## src/hdl/dpalu_pkg.sv

```systemverilog
// shared types and constants for the data-processing alu
`default_nettype none

package dpalu_pkg;

   localparam int unsigned DATA_W = 32;

   localparam logic [3:0] PC_INDEX = 4'd15;

   // flag bit positions in an nzcv nibble
   localparam int unsigned FLAG_N = 3;
   localparam int unsigned FLAG_Z = 2;
   localparam int unsigned FLAG_C = 1;
   localparam int unsigned FLAG_V = 0;

   typedef enum logic [3:0] {
      OP_AND = 4'd0,
      OP_EOR = 4'd1,
      OP_SUB = 4'd2,
      OP_RSB = 4'd3,
      OP_ADD = 4'd4,
      OP_ADC = 4'd5,
      OP_SBC = 4'd6,
      OP_RSC = 4'd7,
      OP_TST = 4'd8,
      OP_TEQ = 4'd9,
      OP_CMP = 4'd10,
      OP_CMN = 4'd11,
      OP_ORR = 4'd12,
      OP_MOV = 4'd13,
      OP_BIC = 4'd14,
      OP_MVN = 4'd15
   } op_type;

   typedef struct packed {
      logic       arith;
      logic       wr;
      logic       upd;
      logic       shc;
      logic [3:0] rd;
      logic [3:0] flags;
   } ctrl_type;

   typedef struct packed {
      logic c;
      logic v;
   } add_flags_type;

endpackage

`default_nettype wire

```

## src/hdl/dpalu_flags.sv

```systemverilog
// nzcv flag generation from a finished result
`default_nettype none

module dpalu_flags (
   input  wire dpalu_pkg::ctrl_type      ctrl,
   input  wire dpalu_pkg::add_flags_type add_flags,
   input  wire logic [31:0]              result,
   output logic [3:0]                    flags_out
);
   import dpalu_pkg::*;

   logic [3:0] nf;

   always_comb begin
      nf         = '0;
      nf[FLAG_N] = result[DATA_W-1];
      nf[FLAG_Z] = (result == '0);
      if (ctrl.arith) begin
         nf[FLAG_C] = add_flags.c;
         nf[FLAG_V] = add_flags.v;
      end else begin
         nf[FLAG_C] = ctrl.shc;
         nf[FLAG_V] = ctrl.flags[FLAG_V];
      end
      flags_out = ctrl.upd ? nf : ctrl.flags;
   end

endmodule

`default_nettype wire

```

## src/hdl/arm_data_processing_alu.sv

```systemverilog
// three-stage armv4t data-processing alu with valid/stall handshake
// an accepted req beat crosses the stage 1, 2 and 3 registers to rsp_valid; a stall holds it
// throughput: one beat per cycle unless stalled; stages: operand prep, 32-bit add, flags
// each stage loads when it is empty or its content moves on, so bubbles are squeezed
// reset: synchronous, active high; clears the stage valid bits only
`default_nettype none

module arm_data_processing_alu (
   input  wire logic        clock,
   input  wire logic        reset,
   input  wire logic        req_valid,
   output logic             req_stall,
   input  wire logic [3:0]  req_opcode,
   input  wire logic [31:0] req_first_operand,
   input  wire logic [31:0] req_second_operand,
   input  wire logic        req_shifter_carry,
   input  wire logic        req_set_flags,
   input  wire logic [3:0]  req_dest_index,
   input  wire logic [3:0]  req_flags_in,
   output logic             rsp_valid,
   input  wire logic        rsp_stall,
   output logic [31:0]      rsp_result,
   output logic             rsp_write_enable,
   output logic [3:0]       rsp_write_index,
   output logic [3:0]       rsp_flags_out
);
   import dpalu_pkg::*;

   logic adv1, adv2, adv3;

   // stage 1: operand prep
   logic              v1_ff;
   logic [31:0]       add_a_ff, add_a_in;
   logic [31:0]       add_b_ff, add_b_in;
   logic              cin_ff, cin_in;
   logic [31:0]       logic_ff, logic_in;
   ctrl_type          ctrl1_ff, ctrl1_in;

   // stage 2: add and result select
   logic              v2_ff;
   logic [31:0]       res2_ff, res2_in;
   add_flags_type     af2_ff, af2_in;
   ctrl_type          ctrl2_ff;

   // stage 3: output register
   logic              v3_ff;
   logic [31:0]       res3_ff;
   logic              wr3_ff;
   logic [3:0]        rd3_ff;
   logic [3:0]        flags3_ff, flags3_in;

   logic [32:0]       sum;
   op_type            op;

   assign adv3 = !v3_ff || !rsp_stall;
   assign adv2 = !v2_ff || adv3;
   assign adv1 = !v1_ff || adv2;
   assign req_stall = !adv1;

   always_comb begin
      op             = op_type'(req_opcode);
      add_a_in       = req_first_operand;
      add_b_in       = req_second_operand;
      cin_in         = 1'b0;
      logic_in       = req_first_operand & req_second_operand;
      ctrl1_in.arith = 1'b0;
      ctrl1_in.wr    = 1'b1;
      unique case (op)
         OP_AND: logic_in = req_first_operand & req_second_operand;
         OP_EOR: logic_in = req_first_operand ^ req_second_operand;
         OP_SUB: begin
            add_b_in = ~req_second_operand;
            cin_in   = 1'b1;
            ctrl1_in.arith = 1'b1;
         end
         OP_RSB: begin
            add_a_in = req_second_operand;
            add_b_in = ~req_first_operand;
            cin_in   = 1'b1;
            ctrl1_in.arith = 1'b1;
         end
         OP_ADD: ctrl1_in.arith = 1'b1;
         OP_ADC: begin
            cin_in   = req_flags_in[FLAG_C];
            ctrl1_in.arith = 1'b1;
         end
         OP_SBC: begin
            add_b_in = ~req_second_operand;
            cin_in   = req_flags_in[FLAG_C];
            ctrl1_in.arith = 1'b1;
         end
         OP_RSC: begin
            add_a_in = req_second_operand;
            add_b_in = ~req_first_operand;
            cin_in   = req_flags_in[FLAG_C];
            ctrl1_in.arith = 1'b1;
         end
         OP_TST: begin
            logic_in    = req_first_operand & req_second_operand;
            ctrl1_in.wr = 1'b0;
         end
         OP_TEQ: begin
            logic_in    = req_first_operand ^ req_second_operand;
            ctrl1_in.wr = 1'b0;
         end
         OP_CMP: begin
            add_b_in = ~req_second_operand;
            cin_in   = 1'b1;
            ctrl1_in.arith = 1'b1;
            ctrl1_in.wr    = 1'b0;
         end
         OP_CMN: begin
            ctrl1_in.arith = 1'b1;
            ctrl1_in.wr    = 1'b0;
         end
         OP_ORR: logic_in = req_first_operand | req_second_operand;
         OP_MOV: logic_in = req_second_operand;
         OP_BIC: logic_in = req_first_operand & ~req_second_operand;
         OP_MVN: logic_in = ~req_second_operand;
         default: logic_in = ~req_second_operand;
      endcase
      // a flag-setting write to the pc leaves the flags alone
      ctrl1_in.upd   = req_set_flags && !(req_dest_index == PC_INDEX && ctrl1_in.wr);
      ctrl1_in.shc   = req_shifter_carry;
      ctrl1_in.rd    = req_dest_index;
      ctrl1_in.flags = req_flags_in;
   end

   always_comb begin
      sum      = {1'b0, add_a_ff} + {1'b0, add_b_ff} + {32'd0, cin_ff};
      af2_in.c = sum[DATA_W];
      af2_in.v = ~(add_a_ff[DATA_W-1] ^ add_b_ff[DATA_W-1])
                 & (add_a_ff[DATA_W-1] ^ sum[DATA_W-1]);
      res2_in  = ctrl1_ff.arith ? sum[DATA_W-1:0] : logic_ff;
   end

   dpalu_flags u_flags (
      .ctrl      (ctrl2_ff),
      .add_flags (af2_ff),
      .result    (res2_ff),
      .flags_out (flags3_in)
   );

   always_ff @(posedge clock) begin
      if (reset) begin
         v1_ff <= 1'b0;
         v2_ff <= 1'b0;
         v3_ff <= 1'b0;
      end else begin
         if (adv1) v1_ff <= req_valid;
         if (adv2) v2_ff <= v1_ff;
         if (adv3) v3_ff <= v2_ff;
      end
   end

   always_ff @(posedge clock) begin
      if (adv1) begin
         add_a_ff <= add_a_in;
         add_b_ff <= add_b_in;
         cin_ff   <= cin_in;
         logic_ff <= logic_in;
         ctrl1_ff <= ctrl1_in;
      end
      if (adv2) begin
         res2_ff  <= res2_in;
         af2_ff   <= af2_in;
         ctrl2_ff <= ctrl1_ff;
      end
      if (adv3) begin
         res3_ff   <= res2_ff;
         wr3_ff    <= ctrl2_ff.wr;
         rd3_ff    <= ctrl2_ff.rd;
         flags3_ff <= flags3_in;
      end
   end

   assign rsp_valid        = v3_ff;
   assign rsp_result       = res3_ff;
   assign rsp_write_enable = wr3_ff;
   assign rsp_write_index  = rd3_ff;
   assign rsp_flags_out    = flags3_ff;

   // a free output means the whole pipe moves
   a_no_stall_when_free: assert property (@(posedge clock) disable iff (reset)
      !rsp_stall |-> !req_stall)
      else $error("req stalled while rsp side is free");

   // an accepted beat reaches the output when rsp_stall stays low behind it
   a_latency: assert property (@(posedge clock) disable iff (reset)
      (req_valid && !req_stall) ##1 (!rsp_stall)[*2] |=> rsp_valid)
      else $error("accepted beat did not reach the output in time");

   // input is only held back when every stage is full
   a_stall_needs_full: assert property (@(posedge clock) disable iff (reset)
      req_stall |-> (v1_ff && v2_ff && v3_ff))
      else $error("req stalled with a free stage");

   a_reset_empty: assert property (@(posedge clock)
      $past(reset) |-> !rsp_valid)
      else $error("rsp_valid high right after reset");

endmodule

`default_nettype wire
```

## config.mk

```make
export PLATFORM = sky130hd
export DESIGN_NAME = arm_data_processing_alu
export DESIGN_NICKNAME = d
export VERILOG_FILES = /design/src/hdl/dpalu_pkg.sv /design/src/hdl/dpalu_flags.sv /design/src/hdl/arm_data_processing_alu.sv
export SDC_FILE = /design/constraint.sdc
export NUM_CORES = 1
export LEC_CHECK = 0
export BUFFER_PORTS_ARGS = -buffer_cell sky130_fd_sc_hd__buf_2
export CORE_ASPECT_RATIO = 1.2
export CORE_MARGIN = 2
export CORE_UTILIZATION = 62
export DETAILED_ROUTE_END_ITERATION = 7
export PLACE_DENSITY = 0.84
export SLEW_MARGIN = 10
export SYNTH_ARGS = -nofsm -noshare
export SYNTH_HDL_FRONTEND = slang
export SYNTH_SLANG_ARGS = --single-unit
```

## constraint.sdc

```tcl
create_clock -name clock -period 8.1 [get_ports clock]
set_clock_uncertainty 0.2 [all_clocks]
set_input_delay 1.215 -clock clock [delete_from_list [all_inputs] [get_ports clock]]
set_output_delay 1.215 -clock clock [all_outputs]
set_load 0.1 [all_outputs]
```

==> results of run 1 <==
## path summary, 6_finish.rpt
path	to	start	slack (ns)
worst max-delay path	req_stall	rsp_stall	4.05
worst min-delay path	ctrl2_ff[7]	ctrl1_ff[7]	0.22
worst max register to register	af2_ff[1]	add_a_ff[0]	4.54
worst min register to register	ctrl2_ff[7]	ctrl1_ff[7]	0.22
## registers in the layout (all words and copies together), names as in the netlist
| name | cells |
|---|---|
| add_a_ff | 32 |
| add_b_ff | 32 |
| af2_ff | 2 |
| cin_ff | 1 |
| ctrl1_ff | 12 |
| ctrl2_ff | 12 |
| logic_ff | 32 |
| res2_ff | 32 |
| rsp_flags_out | 4 |
| rsp_result | 32 |
| rsp_valid | 1 |
| rsp_write_enable | 1 |
| rsp_write_index | 4 |
| v1_ff | 1 |
| v2_ff | 1 |
## cell type report
type,count,area (um^2),share of cell area (%)
Clock buffer,18,429,3.45
Multi-Input combinational cell,744,4640,37.3
Timing Repair Buffer,135,703,5.65
Sequential cell,199,5950,47.7
Inverter,82,308,2.47
Clock inverter,14,149,1.20
Antenna cell,1,2.50,0.0201
Tap cell,220,275,2.21
## stage by stage
stage | util, % | setup WS [ns] | hold WS (ns)
after floorplan | - | 1.56 | 0.200
after global placement | 67.8 | 4.08 | 0.202
after detailed placement | 67.8 | 4.03 | 0.205
after CTS | 71.1 | 4.02 | 0.217
after global routing | 71.1 | 3.89 | 0.224
final | 71.1 | 4.05 | 0.216
## logic make-up (layout without fill, tap and decap cells)
| logic type | after synthesis | in the layout | synth area share, % |
|---|---|---|---|
| muxes | 20 | 20 | 2.03 |
| xor gates and xnor gates | 48 | 48 | 3.80 |
| DFF | 199 | 199 | 53.8 |
| other | 0 | 1 | 0 |
| and+or+nand+nor | 322 | 322 | 13.0 |
| buffers and inverters | 128 | 249 | 4.46 |
| AOI/OAI and AO/OA | 289 | 289 | 15.4 |
| adders and majority gates | 65 | 65 | 7.49 |
## worst max-delay path: stages
cell and delay [ns]:
buf_2 0.10, and3_1 0.25, nand2_4 0.41, inv_1 0.20, buf_2 0.45
## synth_stat cells, drive strengths merged (2+ instances only)
master,number,area share (%)
and3,6,0.34
or3,2,0.11
a41o,3,0.27
a211oi,6,0.45
dfxtp,3,0.54
inv,82,2.8
edfxtp,196,53
xnor2,44,3.5
nand3,78,3.5
and2,2,0.14
a311o,2,0.19
clkbuf,35,1.2
ha,63,7.1
o211ai,6,0.41
o311ai,7,0.55
nor2,119,4.0
a21oi,134,6.2
o21ba,3,0.27
nand2,73,2.5
o21a,6,0.41
fa,2,0.36
nor2b,6,0.34
nor4,9,0.57
o21ai,83,3.8
a21o,14,0.95
o31ai,6,0.41
xor2,4,0.32
nand2b,5,0.28
buf,11,0.49
o21bai,6,0.41
nand4,6,0.34
nor3,11,0.50
a221oi,2,0.27
mux2,19,1.9
## power by group through the flow
stage	logic (mW)	registers, mW	clock network (mW)
after floorplan	0.332	1.74	0
after global placement	0.855	1.39	0
after detailed placement	0.870	1.39	0
after CTS	0.876	1.37	0.833
after global routing	0.937	1.39	0.878
final	0.882	1.37	0.826
## metal layers
metal / global-route usage [%] / wire [um] / vias up
li1: - / - / 4102
met1: 35.6 / 9950 / 3922
met2: 43.5 / 11900 / 354
met3: 5.93 / 2230 / 43
met4: 8.85 / 570 / 0
met5: 0 / 0 / -
==> impl_metrics.csv, run 1 <==
group,metric,value,unit
cts,post-cts-setup-buffers,0,
layout,layout.cells.non_filler,1413,
cts,cts_buffers,17,
worst_hold_path,hold_path.class,"flop to flop",
cts,clk_latency,0.43,ns
cts,cts_tree,"yes",
worst_setup_path,arrival,2.63,ns
worst_setup_path,endpoint_kind,"primary output",
power_and_ir_drop,clkPwrFrac,26.8,%
synth,synth_flop_cell,"edfxtp_1",
detailed_routing,via_per_inst,5.96,
power_and_ir_drop,pwr-share-comb,28.6,%
detailed_routing,drt-initial-drc-count,734,
worst_setup_path,criticalPathCategory,"input pin to primary output",
synth,syn_inst,1071,
cts,cts_root_buf,"clkbuf_16",
layout,final_cell_mix,"196 x edfxtp_1, 132 x a21oi_1, 124 x buf_2",
die,fp.dieH,150,um
detailed_routing,routed_wirelength,24.7,mm
status,outcome,"complete, no violations",
sta,min_period_over_period,49.9,%
worst_hold_path,holdPathStages,0,
sta,post-route-min-period,4.05,ns
die,dieArea,18900,um^2
flow_run,drv_cap,0,
synth,synth_edf_count,196,
synth,syn_area,11100,um^2
sta,relSlewSlack,28.0,%
detailed_routing,drc_errors,0,
cts,hold_buffers,0,
grt,grt_antenna_before_repair,0,
sta,rsz0062_at_grt,"false",
layout,fin_nets,1326,
layout,layout_commonest_cell,"edfxtp_1",
detailed_routing,vias,8421,
layout,fillers,1288,
layout,drive_gt1_share,16.8,%
power_and_ir_drop,switching_share,35.2,%
power_and_ir_drop,irDropWorstVdd,0.182,mV
synth,synth_fp_nets,1218,
layout,postLayoutCellArea,12500,um^2
cts,clk_pin_slew,0.07,ns
sta,timing.final.setup_violations,0,
grt,grt_max_degree,98,
detailed_routing,drt_first_pass_iters,5,
sta,fmax,247,MHz
sta,worst_pin_slew,1.08,ns
worst_setup_path,cp-start-kind,"input pin",
power_and_ir_drop,p_seq_share,44.6,%
grt,grt.total_usage,26.6,%
worst_setup_path,worstPathMaxFanout,53,
worst_setup_path,reg2reg_depth,9,
die,row_count,53,
layout,synthToLayoutAreaGrowth,12.7,%
power_and_ir_drop,p_leak,5.45,nW
die,start_util,63.2,%
synth,ys_ff_latch,199,
sta,hold_viol,0,
placement,gp_congestion,0.945,
synth,yosysWarnings,0,
synth,ys_seq_area_share,53.8,%
die,core,17500,um^2
sta,drv_slew,0,
detailed_routing,wl_per_cell,17.5,um
synth,synth.avg_cell_area,10.3,um^2
grt,grt_pass1_wl,39.2,mm
synth,async_reset_ff_share,0,%
synth,yosysUniqueCellTypes,61,
power_and_ir_drop,p_sw,1.08,mW
sta,setup_tns,0,ns
power_and_ir_drop,p_int,2.00,mW
placement,dp_hpwl,17.4,mm
cts,cts_max_level,4,
grt,grt-ovfl-total,0,
die,fp.dieW,126,um
placement,numPlacedInstances,1380,
worst_setup_path,cp.required,6.68,ns
placement,port_buffers,124,
grt,grt_pass1_vias,7868,
cts,clock-sinks,199,
cts,cts_resized,0,
cts,clockBufferDepth,2,
die,ioPinCount,125,
placement,place_area,11900,um^2
power_and_ir_drop,power.total,3.08,mW
power_and_ir_drop,p_per_area,247,nW/um^2
detailed_routing,ant_nets,0,
(Power assumes the default switching activity.)
==> inputs of run 2 (changes only) <==
- ABC_AREA: not set -> 1
- CORE_UTILIZATION: 62 -> 60
- PLACE_DENSITY: 0.84 -> 0.81
- clock period: 8.1 -> 3.9 ns (I/O delays scaled with it)
==> run 2 against run 1 <==
Net effect: wire length increased by 11%; critical path depth increased by 2; worst setup slack got worse by 3.0 ns; core utilization decreased by 1.6 points.
==> impl_metrics.csv, run 2 <==
group,metric,value,unit
layout,layout_commonest_cell,"nand2_1",
power_and_ir_drop,irDropWorstVdd,0.334,mV
die,row_count,55,
synth,synth_area_leaders,"edfxtp_1 51%, nand2_1 13%, ha_1 6.8%, inv_1 5.2%, o21ai_0 4.7%",
worst_hold_path,hold_path.class,"input pin to flop",
placement,port_buffers,124,
detailed_routing,routed_wirelength,27.5,mm
sta,setup_slack,1.06,ns
worst_setup_path,cp.required,3.86,ns
sta,min_period_over_period,72.9,%
die,core,18900,um^2
status,outcome,"complete, no violations",
power_and_ir_drop,p_int,4.00,mW
power_and_ir_drop,p_seq_share,43.9,%
sta,rsz0062_at_grt,"false",
synth,yosys.area.top_type,"edfxtp_1",
synth,yosys-top-cells-count,"389 x nand2_1, 196 x edfxtp_1, 160 x inv_1",
grt,grt_max_degree,97,
worst_setup_path,worstPathMaxFanout,4,
placement,dp_hpwl,19.6,mm
layout,final_cell_mix,"388 x nand2_1, 196 x edfxtp_1, 158 x inv_1",
worst_setup_path,reg2reg_depth,7,
grt,grt-ovfl-total,0,
detailed_routing,vias,9561,
synth,yosysTopAreaCellShare,50.9,%
worst_hold_path,hold_end,"ctrl1_ff[8]",
synth,ys_seq_area_share,51.4,%
layout,fin_nets,1582,
detailed_routing,via_per_inst,5.61,
worst_setup_path,cp_slowest_cell,"fa_1",
die,dieArea,20400,um^2
layout,synthToLayoutAreaGrowth,13.4,%
detailed_routing,ant_nets,0,
worst_hold_path,holdPathStages,1,
cts,clk_pin_slew,0.08,ns
sta,timing.final.setup_violations,0,
power_and_ir_drop,power.total,6.36,mW
power_and_ir_drop,p_per_area,485,nW/um^2
worst_setup_path,arrival,2.81,ns
sta,post-route-min-period,2.84,ns
synth,yosysUniqueCellTypes,33,
power_and_ir_drop,switching_share,37.1,%
synth,syn_area,11600,um^2
flow_run,drv_cap,0,
worst_setup_path,slowest_delay,0.49,ns
worst_setup_path,r2r_slack,1.06,ns
worst_setup_path,cp_top_family,"adder cells",
synth,syn_inst,1325,
worst_setup_path,criticalPathCategory,"flop to flop",
cts,clk_latency,0.44,ns
synth,synth_fp_nets,1472,
synth,synth_edf_count,196,
detailed_routing,drt-initial-drc-count,895,
die,ioPinCount,125,
worst_setup_path,critPathBufInv,0,
cts,cts_buffers,17,
sta,relSlewSlack,30.2,%
synth,synth.avg_cell_area,8.72,um^2
cts,cts_root_buf,"clkbuf_16",
worst_hold_path,worstHoldStart,"req_shifter_carry",
cts,cts_max_level,4,
power_and_ir_drop,clkPwrFrac,27.9,%
synth,async_reset_ff_share,0,%
worst_setup_path,endpoint_kind,"flop",
worst_setup_path,cp-start-kind,"flop",
worst_setup_path,timing.rr.end,"res2_ff[8]",
grt,grt.total_usage,27.7,%
power_and_ir_drop,p_leak,6.05,nW
layout,drive_gt1_share,12.8,%
grt,grt_pass1_vias,8674,
cts,clockBufferDepth,2,
cts,clock-sinks,199,
sta,drv_slew,0,
sta,hold_viol,0,
power_and_ir_drop,pwr-share-comb,28.2,%
sta,setup_tns,0,ns
detailed_routing,wl_per_cell,16.1,um
die,start_util,61.3,%
cts,cts_resized,0,
worst_setup_path,crit_chain,"fa_1 -> fa_1 -> nand3_1 -> nand3_1 -> a21oi_1 -> xor2_1 -> o21ai_0",
cts,hold_buffers,0,
placement,pre_cts_slack,1.12,ns
detailed_routing,drt_first_pass_iters,6,
synth,yosysMostFrequentCell,"nand2_1",
layout,num_antenna_cells,0,
die,fp.dieW,131,um
synth,ys_ff_latch,199,
synth,yosysWarnings,0,
cts,post-cts-setup-buffers,0,
die,fp.dieH,156,um
worst_setup_path,timing.rr.start,"add_a_ff[0]",
sta,worst_pin_slew,1.05,ns
detailed_routing,drc_errors,0,
grt,grt_antenna_before_repair,0,
power_and_ir_drop,p_sw,2.36,mW
cts,cts_tree,"yes",
sta,fmax,352,MHz
synth,synth_flop_cell,"edfxtp_1",
placement,gp_congestion,0.972,
grt,grt_pass1_wl,43.1,mm
-- run 2: cell count changes after synthesis, sizes merged, moves of 7 or more --
| cell | delta |
|---|---|
| nand2 | +316 |
| inv | +81 |
| a21oi | -66 |
| o21ai | +52 |
| nor2 | -47 |
| o221ai | +43 |
| clkinv | +33 |
| nand3 | -33 |
| xnor2 | -33 |
| mux2 | -19 |
| a211oi | +16 |
| a21o | -13 |
| clkbuf | -7 |
| o311ai | -7 |
-- run 2: kinds of logic after synthesis --
group           share of synthesized area [%]
flops                                    51.4
simple gates                             18.4
mux                                     0.173
fa+ha+maj                                7.17
buf+inv                                  8.00
compound gates                           13.9
xor+xnor                                0.909
-- run 2: metrics by stage --
stage	instance area [um^2]	utilization, %	std cells	hold slack, ns
2_1_floorplan	11600	-	1325	0.200
3_3_place_gp	12500	66.3	1672	0.201
3_5_place_dp	12500	66.3	1672	0.205
4_1_cts	13100	69.5	1704	0.100
5_1_grt	13100	69.5	1704	0.100
6_report	13100	69.5	1704	0.118
-- run 2: worst max path at each step --
stage,from,end,slack [ns],cells past startpoint
4_1_cts,add_a_ff[0],res2_ff[12],1.11,8
5_1_grt,add_a_ff[0],res2_ff[16],0.93,9
6_report,add_a_ff[0],res2_ff[8],1.06,7
3_5_place_dp,add_a_ff[0],res2_ff[12],1.12,8
3_3_place_gp,add_a_ff[0],res2_ff[12],1.19,8
2_1_floorplan,rsp_valid,add_a_ff[0],-0.89,5
-- run 2: layout make-up --
type	count	area, um^2
flip-flops and latches	199	5950
fillers	1513	5750
multi-input cells	886	4750
inverters	196	743
repair buffers	135	728
clock buffers	17	425
well taps	256	320
clock inverters	15	191
-- run 2: routing by layer --
metal / up-vias / routed length (um) / track usage, %
met2: 455 / 13100 / 45.4
met4: 0 / 617 / 9.12
li1: 4725 / - / -
met1: 4330 / 11400 / 38.1
met5: - / 0 / 0
met3: 51 / 2380 / 3.70
-- run 2: power groups by stage --
| stage | Clock (mW) | Sequential [mW] | Combinational (mW) |
|---|---|---|---|
| after global routing | 1.86 | 2.83 | 1.94 |
| final | 1.77 | 2.79 | 1.79 |
| after CTS | 1.80 | 2.79 | 1.78 |
| after global placement | 0 | 2.83 | 1.74 |
| after detailed placement | 0 | 2.84 | 1.77 |
| after floorplan | 0 | 3.45 | 0.742 |
